**config.mk**
```make
export PLATFORM = sky130hd
export DESIGN_NAME = min_max_stat_prune
export DESIGN_NICKNAME = d
export VERILOG_FILES = /design/src/rtl/mmsp_pkg.sv /design/src/rtl/mmsp_front.sv /design/src/rtl/mmsp_queue.sv /design/src/rtl/mmsp_back.sv /design/src/rtl/min_max_stat_prune.sv
export SDC_FILE = /design/constraint.sdc
export NUM_CORES = 2
export LEC_CHECK = 0
export BUFFER_PORTS_ARGS = -buffer_cell sky130_fd_sc_hd__buf_4
export CORE_MARGIN = 8
export CORE_UTILIZATION = 40
export DETAILED_ROUTE_END_ITERATION = 8
export PLACE_DENSITY = 0.63
export SLEW_MARGIN = 10
export SYNTH_ARGS = -nofsm -noshare
export SYNTH_HDL_FRONTEND = slang
export SYNTH_SLANG_ARGS = --single-unit
export TNS_END_PERCENT = 100
```
**constraint.sdc**
```tcl
create_clock -name clock -period 24.6 [get_ports clock]
set_input_delay 0 -clock clock [delete_from_list [all_inputs] [get_ports clock]]
set_output_delay 0 -clock clock [all_outputs]
set_load 0.03 [all_outputs]
```
**src/rtl/mmsp_pkg.sv**
```systemverilog
// ----------------------------------------------------------------------------
// mmsp_pkg
// Shared types, codes and float helpers for the min/max pruning block.
// ----------------------------------------------------------------------------
package mmsp_pkg;

   localparam logic [2:0] OP_EQ = 3'd0;
   localparam logic [2:0] OP_LT = 3'd1;
   localparam logic [2:0] OP_LE = 3'd2;
   localparam logic [2:0] OP_GT = 3'd3;
   localparam logic [2:0] OP_GE = 3'd4;
   localparam logic [2:0] OP_IS_NULL = 3'd5;
   localparam logic [2:0] OP_NOT_NULL = 3'd6;

   localparam logic [1:0] KIND_INT = 2'd1;
   localparam logic [1:0] KIND_DBL = 2'd2;

   localparam logic [3:0] CT_LONG = 4'd0;
   localparam logic [3:0] CT_INT = 4'd1;
   localparam logic [3:0] CT_DATE = 4'd2;
   localparam logic [3:0] CT_TIME = 4'd3;
   localparam logic [3:0] CT_TS = 4'd4;
   localparam logic [3:0] CT_TSTZ = 4'd5;
   localparam logic [3:0] CT_BOOL = 4'd6;
   localparam logic [3:0] CT_DOUBLE = 4'd7;
   localparam logic [3:0] CT_FLOAT = 4'd8;

   // Decoded request held in the queue between front and back.
   typedef struct packed {
      logic       pass_fixed;  // result known without a compare
      logic       use_cmp;
      logic [2:0] op;
      logic [63:0] pv;
      logic       have_lo;
      logic [63:0] lo;
      logic       have_hi;
      logic [63:0] hi;
      logic       last;
   } item_type;

   // Signed 64-bit integer to double, round to nearest even.
   function automatic logic [63:0] i64_to_f64(input logic [63:0] raw);
      logic        neg;
      logic [63:0] mag;
      logic [5:0]  msb;
      logic [63:0] norm;
      logic [52:0] mant;
      logic        g, st;
      logic [53:0] rnd;
      logic [10:0] ex;
      neg = raw[63];
      mag = neg ? (64'd0 - raw) : raw;
      msb = 6'd0;
      for (int i = 0; i < 64; i++) begin
         if (mag[i]) msb = 6'(i);
      end
      if (mag == 64'd0) return 64'd0;
      norm = mag << (6'd63 - msb);
      mant = norm[63:11];
      g = norm[10];
      st = |norm[9:0];
      rnd = {1'b0, mant} + 54'(g & (st | mant[0]));
      ex = 11'(1023) + 11'(msb);
      // Rounding carried into the next power of two.
      if (rnd[53]) begin
         ex = ex + 11'd1;
         return {neg, ex, 52'd0};
      end
      return {neg, ex, rnd[51:0]};
   endfunction

   // Single to double, exact.
   function automatic logic [63:0] f32_to_f64(input logic [31:0] f);
      logic [7:0]  e;
      logic [22:0] m;
      logic [4:0]  p;
      logic [22:0] nm;
      e = f[30:23];
      m = f[22:0];
      if (e == 8'hFF) return {f[31], 11'h7FF, m, 29'd0};
      if (e != 8'd0) return {f[31], 11'(e) + 11'd896, m, 29'd0};
      if (m == 23'd0) return {f[31], 63'd0};
      p = 5'd0;
      for (int i = 0; i < 23; i++) begin
         if (m[i]) p = 5'(i);
      end
      // The leading one shifts out; the bits below it form the fraction.
      nm = m << (5'd23 - p);
      return {f[31], 11'd874 + 11'(p), nm, 29'd0};
   endfunction

   function automatic logic is_nan(input logic [63:0] d);
      return (d[62:52] == 11'h7FF) && (d[51:0] != 52'd0);
   endfunction

   // a < b for non-NaN doubles.
   function automatic logic f_lt(input logic [63:0] a, input logic [63:0] b);
      logic az;
      az = (a[62:0] == 63'd0) && (b[62:0] == 63'd0);
      if (az) return 1'b0;
      if (a[63] != b[63]) return a[63];
      if (a[63]) return a[62:0] > b[62:0];
      return a[62:0] < b[62:0];
   endfunction

endpackage

```
**src/rtl/mmsp_front.sv**
```systemverilog
// ----------------------------------------------------------------------------
// mmsp_front
// Decodes one request: null tests, literal and bound conversion to double.
// ----------------------------------------------------------------------------
module mmsp_front import mmsp_pkg::*; (
   input  logic [2:0]  op,
   input  logic        stats_present,
   input  logic [1:0]  pred_kind,
   input  logic [63:0] pred_value,
   input  logic [3:0]  column_type,
   input  logic [63:0] lower_bytes,
   input  logic [7:0]  lo_len,
   input  logic [63:0] upper_bytes,
   input  logic [7:0]  hi_len,
   input  logic [62:0] nulls,
   input  logic [62:0] records,
   input  logic        last,
   output item_type    item
);

   logic [7:0] width;

   // Byte width of the column type; zero means undecodable.
   always_comb begin
      case (column_type)
         CT_LONG, CT_TIME, CT_TS, CT_TSTZ, CT_DOUBLE: width = 8'd8;
         CT_INT, CT_DATE, CT_FLOAT: width = 8'd4;
         CT_BOOL: width = 8'd1;
         default: width = 8'd0;
      endcase
   end

   function automatic logic [63:0] dec(input logic [63:0] b);
      case (column_type)
         CT_DOUBLE: return b;
         CT_FLOAT: return f32_to_f64(b[31:0]);
         CT_BOOL: return (b[7:0] != 8'd0) ? 64'h3FF0000000000000 : 64'd0;
         CT_INT, CT_DATE: return i64_to_f64({{32{b[31]}}, b[31:0]});
         default: return i64_to_f64(b);
      endcase
   endfunction

   // Classify the request and convert operands.
   always_comb begin
      item.last = last;
      item.op = op;
      item.pv = (pred_kind == KIND_INT) ? i64_to_f64(pred_value) : pred_value;
      item.lo = dec(lower_bytes);
      item.hi = dec(upper_bytes);
      item.have_lo = (width != 8'd0) && (lo_len == width) && !is_nan(item.lo);
      item.have_hi = (width != 8'd0) && (hi_len == width) && !is_nan(item.hi);
      item.use_cmp = 1'b0;
      item.pass_fixed = 1'b1;
      if (stats_present) begin
         if (op == OP_IS_NULL) begin
            item.pass_fixed = nulls != 63'd0;
         end else if (op == OP_NOT_NULL) begin
            item.pass_fixed = !(nulls != 63'd0 && records != 63'd0
                                && nulls >= records);
         end else if ((pred_kind == KIND_INT || pred_kind == KIND_DBL)
                      && !is_nan(item.pv)) begin
            item.use_cmp = 1'b1;
         end
      end
   end

endmodule

```
**src/rtl/mmsp_queue.sv**
```systemverilog
// ----------------------------------------------------------------------------
// mmsp_queue
// Two-entry queue of decoded requests between front and back.
// ----------------------------------------------------------------------------
module mmsp_queue import mmsp_pkg::*; (
   input  logic     clock,
   input  logic     reset,
   input  logic     in_valid,
   output logic     in_ready,
   input  item_type in_item,
   output logic     out_valid,
   input  logic     out_ready,
   output item_type out_item
);

   item_type   mem_ff [2];
   logic       wp_ff, rp_ff;
   logic [1:0] cnt_ff;
   logic       push, pop;

   assign in_ready = cnt_ff != 2'd2;
   assign out_valid = cnt_ff != 2'd0;
   assign out_item = mem_ff[rp_ff];
   assign push = in_valid && in_ready;
   assign pop = out_valid && out_ready;

   // Storage.
   always_ff @(posedge clock) begin
      if (push) mem_ff[wp_ff] <= in_item;
   end

   // Pointers and fill count.
   always_ff @(posedge clock) begin
      if (reset) begin
         wp_ff <= 1'b0;
         rp_ff <= 1'b0;
         cnt_ff <= 2'd0;
      end else begin
         if (push) wp_ff <= !wp_ff;
         if (pop) rp_ff <= !rp_ff;
         cnt_ff <= cnt_ff + 2'(push) - 2'(pop);
      end
   end

endmodule

```
**src/rtl/mmsp_back.sv**
```systemverilog
// ----------------------------------------------------------------------------
// mmsp_back
// Compares, accumulates the pass bit and emits the verdict.
// ----------------------------------------------------------------------------
module mmsp_back import mmsp_pkg::*; (
   input  logic     clock,
   input  logic     reset,
   input  logic     in_valid,
   output logic     in_ready,
   input  item_type in_item,
   output logic     out_valid,
   input  logic     out_ready,
   output logic     out_may_match
);

   logic pass_ff, vld_ff, res_ff;
   logic lt_lo, gt_hi, eq_lo, eq_hi, ok, acc, take;

   assign lt_lo = f_lt(in_item.pv, in_item.lo);
   assign gt_hi = f_lt(in_item.hi, in_item.pv);
   assign eq_lo = !lt_lo && !f_lt(in_item.lo, in_item.pv);
   assign eq_hi = !gt_hi && !f_lt(in_item.pv, in_item.hi);
   assign in_ready = !vld_ff || out_ready;
   assign take = in_valid && in_ready;
   assign out_valid = vld_ff;
   assign out_may_match = res_ff;

   // Outcome of one comparison request.
   always_comb begin
      ok = 1'b1;
      if (!in_item.use_cmp) begin
         ok = in_item.pass_fixed;
      end else begin
         case (in_item.op)
            OP_EQ: ok = !((in_item.have_lo && lt_lo) || (in_item.have_hi && gt_hi));
            OP_LT: ok = !(in_item.have_lo && (lt_lo || eq_lo));
            OP_LE: ok = !(in_item.have_lo && lt_lo);
            OP_GT: ok = !(in_item.have_hi && (gt_hi || eq_hi));
            OP_GE: ok = !(in_item.have_hi && gt_hi);
            default: ok = 1'b1;
         endcase
      end
      acc = pass_ff && ok;
   end

   // Pass bit and verdict register.
   always_ff @(posedge clock) begin
      if (reset) begin
         pass_ff <= 1'b1;
         vld_ff <= 1'b0;
      end else begin
         if (take && in_item.last) vld_ff <= 1'b1;
         else if (out_ready) vld_ff <= 1'b0;
         if (take) begin
            pass_ff <= in_item.last ? 1'b1 : acc;
            if (in_item.last) res_ff <= acc;
         end
      end
   end

endmodule

```
**src/rtl/min_max_stat_prune.sv**
```systemverilog
// ----------------------------------------------------------------------------
// min_max_stat_prune
// Zone-map pruning: ANDs per-predicate outcomes and reports a file verdict.
// ----------------------------------------------------------------------------
// channel   direction  handshake            payload
// req_      in         req_valid/req_ready  predicate and file statistics
// rsp_      out        rsp_valid/rsp_ready  may_match, one per last request
//
// One request per cycle while req_ready is high. A last request is decoded into
// the two-entry queue, taken from it by the compare stage, and its verdict is
// registered there and shows on rsp_valid.
// Synchronous reset empties the queue and sets the pass bit.
// While a verdict waits on rsp_ready the compare stage stops; the queue takes
// up to two more requests before req_ready drops.
module min_max_stat_prune import mmsp_pkg::*; (
   input  logic        clock,
   input  logic        reset,
   input  logic        req_valid,
   output logic        req_ready,
   input  logic [2:0]  req_op,
   input  logic        req_stats_present,
   input  logic [1:0]  req_pred_kind,
   input  logic [63:0] req_pred_value,
   input  logic [3:0]  req_column_type,
   input  logic [63:0] req_lower_bytes,
   input  logic [7:0]  req_lower_len,
   input  logic [63:0] req_upper_bytes,
   input  logic [7:0]  req_upper_len,
   input  logic [62:0] req_null_count,
   input  logic [62:0] req_record_count,
   input  logic        req_last,
   output logic        rsp_valid,
   input  logic        rsp_ready,
   output logic        rsp_may_match
);

   item_type dec_item, q_item;
   logic     q_valid, q_ready;

   mmsp_front u_front (
      .op(req_op), .stats_present(req_stats_present), .pred_kind(req_pred_kind),
      .pred_value(req_pred_value), .column_type(req_column_type),
      .lower_bytes(req_lower_bytes), .lo_len(req_lower_len),
      .upper_bytes(req_upper_bytes), .hi_len(req_upper_len),
      .nulls(req_null_count), .records(req_record_count),
      .last(req_last), .item(dec_item)
   );

   mmsp_queue u_queue (
      .clock(clock), .reset(reset),
      .in_valid(req_valid), .in_ready(req_ready), .in_item(dec_item),
      .out_valid(q_valid), .out_ready(q_ready), .out_item(q_item)
   );

   mmsp_back u_back (
      .clock(clock), .reset(reset),
      .in_valid(q_valid), .in_ready(q_ready), .in_item(q_item),
      .out_valid(rsp_valid), .out_ready(rsp_ready), .out_may_match(rsp_may_match)
   );

endmodule

```
== Word level (Yosys, flattened, before mapping) ==
Memories as Yosys holds them, arrays and structs flattened. A register that Yosys moved wholly into a read port is not among the register bits.
Index checks and enable logic that the tools add are counted.
Storage, ports and cells
  flip-flop bits (word level): 7
  RAM bits: 400
  memory bits (read-only): 48
  input port bits: 349
  output and inout port bits: 3
  memories: 2
Memories
  u_queue.mem_ff: depth 2, bits a word 200, rd ports 1, clocked after memory_dff 1, wr ports 1, line mmsp_queue.sv:16  | item_type mem_ff [2];
  (name not given): depth 16, bits a word 3, rd ports 1, clocked after memory_dff 0, wr ports 0, line mmsp_front.sv:25  | case (column_type)
Cells by class
  add/subtract/negate cells: 33
  order comparisons: 9
  equality and inequality tests: 25
  shift operators: 7
  mux-type cells: 517
  bitwise logic cells: 11
  reductions and logical operators: 74
Operators with widths (number)
  64-bit two-way mux: 38
  6-bit two-way mux: 164
  64-bit one-hot mux with 4 select lines: 2
  5-bit two-way mux: 102
  64-bit zero test: 5
  64-bit by 6-bit left shift with 64-bit output: 5
  53-bit by 54-bit adder with 54-bit output: 5
  1-bit by 54-bit bitwise AND with 54-bit output: 5
  63-bit > comparator: 4
  63-bit less-than comparator: 4
  4-bit two-way mux: 56
  1-bit by 64-bit subtractor with 64-bit output, first input constant: 3
  63-bit zero test: 3
  52-bit nonzero test: 3
  63-bit nonzero test: 2
  62-bit two-way mux: 2
  1-bit two-way mux: 104
  3-bit two-way mux: 28
  1-bit by 32-bit subtractor with 33-bit output, first input constant: 2
  63-bit >= comparator: 1
  10-bit by 6-bit adder with 11-bit output, first input constant: 5
  11-bit by 1-bit adder with 11-bit output, second input constant: 5
  11-bit two-way mux: 5
  10-bit OR reduction: 5
  other kinds (35): 118

== Depth between registers and ports, before layout ==
  depth after elaboration: 84
  gate-level depth with buffers: 36

== By module ==
Synthesis repeated with hierarchy kept, for this count alone.
Second synthesis, totals
  cell total of the unflattened synthesis: 8646
  area, all modules: 66099.6 um^2
By module, submodules not included
  mmsp_front: times used 1, cells each 7439, area each 47471.8 um^2, seq. area each 0.0 um^2
  mmsp_queue: times used 1, cells each 651, area each 14684.1 um^2, seq. area each 12111.6 um^2
  mmsp_back: times used 1, cells each 556, area each 3943.8 um^2, seq. area each 70.1 um^2

== Worst setup path before layout ==
Ideal clock, no wire load.
  kind: reg2reg
  start: reg u_queue.cnt_ff[0]
  end: mem u_queue.mem_ff[0][0] in the netlist's numbering, enable pin
  setup time: 0.764 ns
  data arrival time: 9.055 ns
  data required time: 23.836 ns
  slack: 14.781 ns
  cell stages (with the launch flop): 5
  buffers on the path: 0
  period minus slack after synthesis: 9.819 ns
  cell sequence: dfxtp_1 inv_1 nand2_1 nand2_1 nor2_1
Between the ends
  word-level cells in the longest chain between the ends: 4
Ends and longest elaborated chain
  start: declaration: line mmsp_queue.sv:18  | logic [1:0] cnt_ff;
  start signal: assignment: line mmsp_queue.sv:41  | cnt_ff <= cnt_ff + 2'(push) - 2'(pop);
  2-bit inequality test: line mmsp_queue.sv:21  | assign in_ready = cnt_ff != 2'd2;
  named net req_ready: line min_max_stat_prune.sv:19  | output logic req_ready,
  1-bit logical AND: line mmsp_queue.sv:24  | assign push = in_valid && in_ready;
  1-bit two-way mux: line mmsp_queue.sv:29  | if (push) mem_ff[wp_ff] <= in_item;
  1-bit two-way mux (implied by the code): line mmsp_queue.sv:29
  end: declaration: line mmsp_queue.sv:16
The timed path passes the listed nets, and every way through them passes these cells.

==> impl_results.md <==
- Status: finished with violations
- Failing checks: capacitance limit
- Die W: 422 um
- Top_reg_cell synth: edfxtp_1
- # DRC: 0
- Post-Route WL: 417000 um
- Most frequent cell after synthesis: nand2_1
- Seq pwr share: 0.216
- CP max stage delay: 1040 ps
- Crit path kind: in -> reg
- CTS max path bufs: 3
- Peak supply drop: 56.9 uV
- Fin. Hold Viols: 0
- I/O pins: 352
- Cell family with most CP delay: simple AND/OR/NAND/NOR gates
- CP Buf/Inv Count: 6
- Count of pins over their slew limit: 0
- Largest area contributor in the netlist: edfxtp_1
- H-tree levels: 2
- Syn-to-layout area delta: 9.47%
- Pint: 2180 uW
- Starting DRT DRC Count: 14.0k
- Average size of a mapped cell: 7.53 sq um
- Worst path required time: 24800 ps
- Worst Path Arrival: 12240 ps
- Reg clk slew, reported paths: 60 ps
- RSZ-0062 raised after global routing: no
- Total gr overflow: 0
- Max Fclk: 83.1 MHz
- Site row count: 149
- Mapped Cells: 8737
- Register area share after synthesis: 0.185
- Nets: 9284
- Ys Warns: 0
- Vias per Instance: 7.51
- Power per cell area: 62.7 nW/um^2
- First-pass GRT wire length: 578000 um
- Setup bufs post-CTS: 0
- Starting density of the core: 0.401
- Final Core Density: 0.439
- Hold/Removal Path Class: in -> reg
- CTS tree: yes
- Fraction of registers with async set/reset: 0
- Comb pwr share: 0.647
- Port Buffers: 351
- Synthesized cell area: 65800 sq um
- Gp weighted congestion: 1.12
- Die Area: 178000 sq um
- Number of global-route vias before repair: 75.8k
- Slew of the pin with the lowest slew margin: 1450 ps
- Number of buffers created by CTS: 40
- Post-route setup TNS: 0 ps
- Pin count of the biggest net entering global routing: 83
- Top cells by area, synth: edfxtp_1 (18%), mux2i_1 (5.2%), o21ai_0 (4.8%)
- Setup crit end kind: register
- Fin crit period: 12040 ps
- Static leakage: 0.0248 uW
- Maxcap violations: 1
- Share of cells above drive strength 1: 0.124
- Area share of the largest cell type after synthesis: 0.183
- Core area: 164000 sq um
- Post-DR wirelength/cell: 38.1 um
- Cell repeated most along the worst path: buf_4
- CP max FO: 78
- DR pass1 iterations: 7
- Clk pwr share: 0.137
- Setup violations, final: 0
- Initial antenna violation count: 17
- Post-synth EDFFs: 401
- Post-DRT Antenna Nets: 0
- Total GRT Usage: 0.436
- Startpoint Class: input pin
- Power Total: 4520 uW
- Net Switching: 2340 uW
- Switching fraction of total power: 0.518
- Hold slack final: 58.3 ps
- Critical-path top delay cell: o41ai_1
- Post-synthesis register bit count: 408
- Chip height: 422 um
- Slew HR: 0.0163
- DR vias: 82.2k
- Worst skew pair latency: 590 ps
- Synth top cells by count: nand2_1 (738), nor2_1 (669), o21ai_0 (636)
- Yosys cell types: 136
- Final worst-path cycle share: 0.489
- Root Driver: clkbuf_16
- Clk sinks: 408
- Worst Clk Skew: 35.3 ps
- Dpl hpwl: 325000 um
-- logic make-up after synthesis --
family	synth area share
other cells	0.0000570
simple gates	0.257
xor+xnor	0.0655
mux	0.0882
compound gates	0.305
buf+inv	0.0561
fa+ha+maj	0.0432
flops	0.185
-- through the flow --
step	setup WS [ps]	std cells	instance area, sq um
after floorplan	14780	8740	65800
after global placement	12950	10800	70100
after detailed placement	12990	10800	70100
after CTS	13090	10900	72000
after global routing	12230	10900	72000
final	12560	10900	72000
-- registers in the layout, summed over array words and instances (netlist names), named ones only --
| signal | cells |
|---|---|
| u_back.pass_ff | 1 |
| u_back.out_valid | 1 |
| u_queue.cnt_ff | 2 |
| u_queue.wp_ff | 1 |
| u_queue.mem_ff | 400 |
| u_back.out_may_match | 1 |
| u_queue.rp_ff | 1 |
-- routing by layer --
layer / share of wire / routed length, um / vias to the layer above / global-route usage
met4: 0.093 / 38700 / 8 / 0.321
met3: 0.11 / 46100 / 1689 / 0.103
li1: - / - / 34200 / -
met5: 0.00032 / 133 / - / 0.00376
met1: 0.37 / 155000 / 39600 / 0.539
met2: 0.42 / 177000 / 6706 / 0.660
-- power groups by stage --
stage	Combinational (uW)	Sequential, uW	Clock, uW
after floorplan	1700	1000	0
after global placement	2730	983	0
after detailed placement	2750	990	0
after CTS	2770	975	622
after global routing	3010	985	646
final	2920	975	617
-- cell usage in the layout (no fill, tap or decap), types with 51 or more instances in the layout --
| cell type | instances |
|---|---|
| a31oi_1 | 130 |
| o211ai_1 | 214 |
| a211oi_1 | 141 |
| nor2_1 | 659 |
| o22ai_1 | 125 |
| edfxtp_1 | 401 |
| nand2_1 | 738 |
| a221oi_1 | 79 |
| mux2i_1 | 345 |
| nor2b_1 | 81 |
| o41ai_1 | 62 |
| or3_1 | 81 |
| nand4_1 | 217 |
| inv_1 | 160 |
| buf_4 | 579 |
| ha_1 | 227 |
| xnor2_1 | 267 |
| a21o_1 | 57 |
| nand3_1 | 463 |
| a21oi_1 | 482 |
| and3_1 | 58 |
| mux2_2 | 182 |
| o221ai_1 | 51 |
| a22oi_1 | 100 |
| o21ai_0 | 635 |
| o21a_1 | 54 |
| nor3_1 | 283 |
| or4_1 | 80 |
| nor4_1 | 197 |
| nand2b_1 | 83 |
| xor2_1 | 223 |
| o31ai_1 | 85 |
-- what timing repair did --
action                                 4_1_cts  5_1_grt
gates resized for setup                      0        0
hold buffers                                50        0
endpoints found under the hold margin       98        0
-- worst paths after layout --
kind	startpoint	to	slack [ps]	cells after the start
worst min register to register	u_back.out_valid$_SDFFE_PP0P_	u_back.out_valid$_SDFFE_PP0P_	520	2
worst max-delay path	req_pred_value[24]	u_queue.mem_ff[1][198]$_DFFE_PP_	12560	28
worst min-delay path	req_upper_bytes[61]	u_queue.mem_ff[0][62]$_DFFE_PP_	60	3
worst max register to register	register	u_back.pass_ff$_SDFFE_PP1P_	16480	26
-- final cells by class --
cell class | instances | area, sq um
Fill cell | 16800 | 92200
Multi-Input combinational cell | 7447 | 50200
Sequential cell | 408 | 12200
Timing Repair Buffer | 632 | 4870
Tap cell | 2189 | 2740
Clock buffer | 43 | 1010
Inverter | 179 | 674
Clock inverter | 29 | 308
Antenna cell | 15 | 37.5
-- worst min-delay path, stage by stage --
cell and delay (ps):
buf_4 170, a211oi_1 120, nor2_1 190
Power figures use the tool's default switching activity.
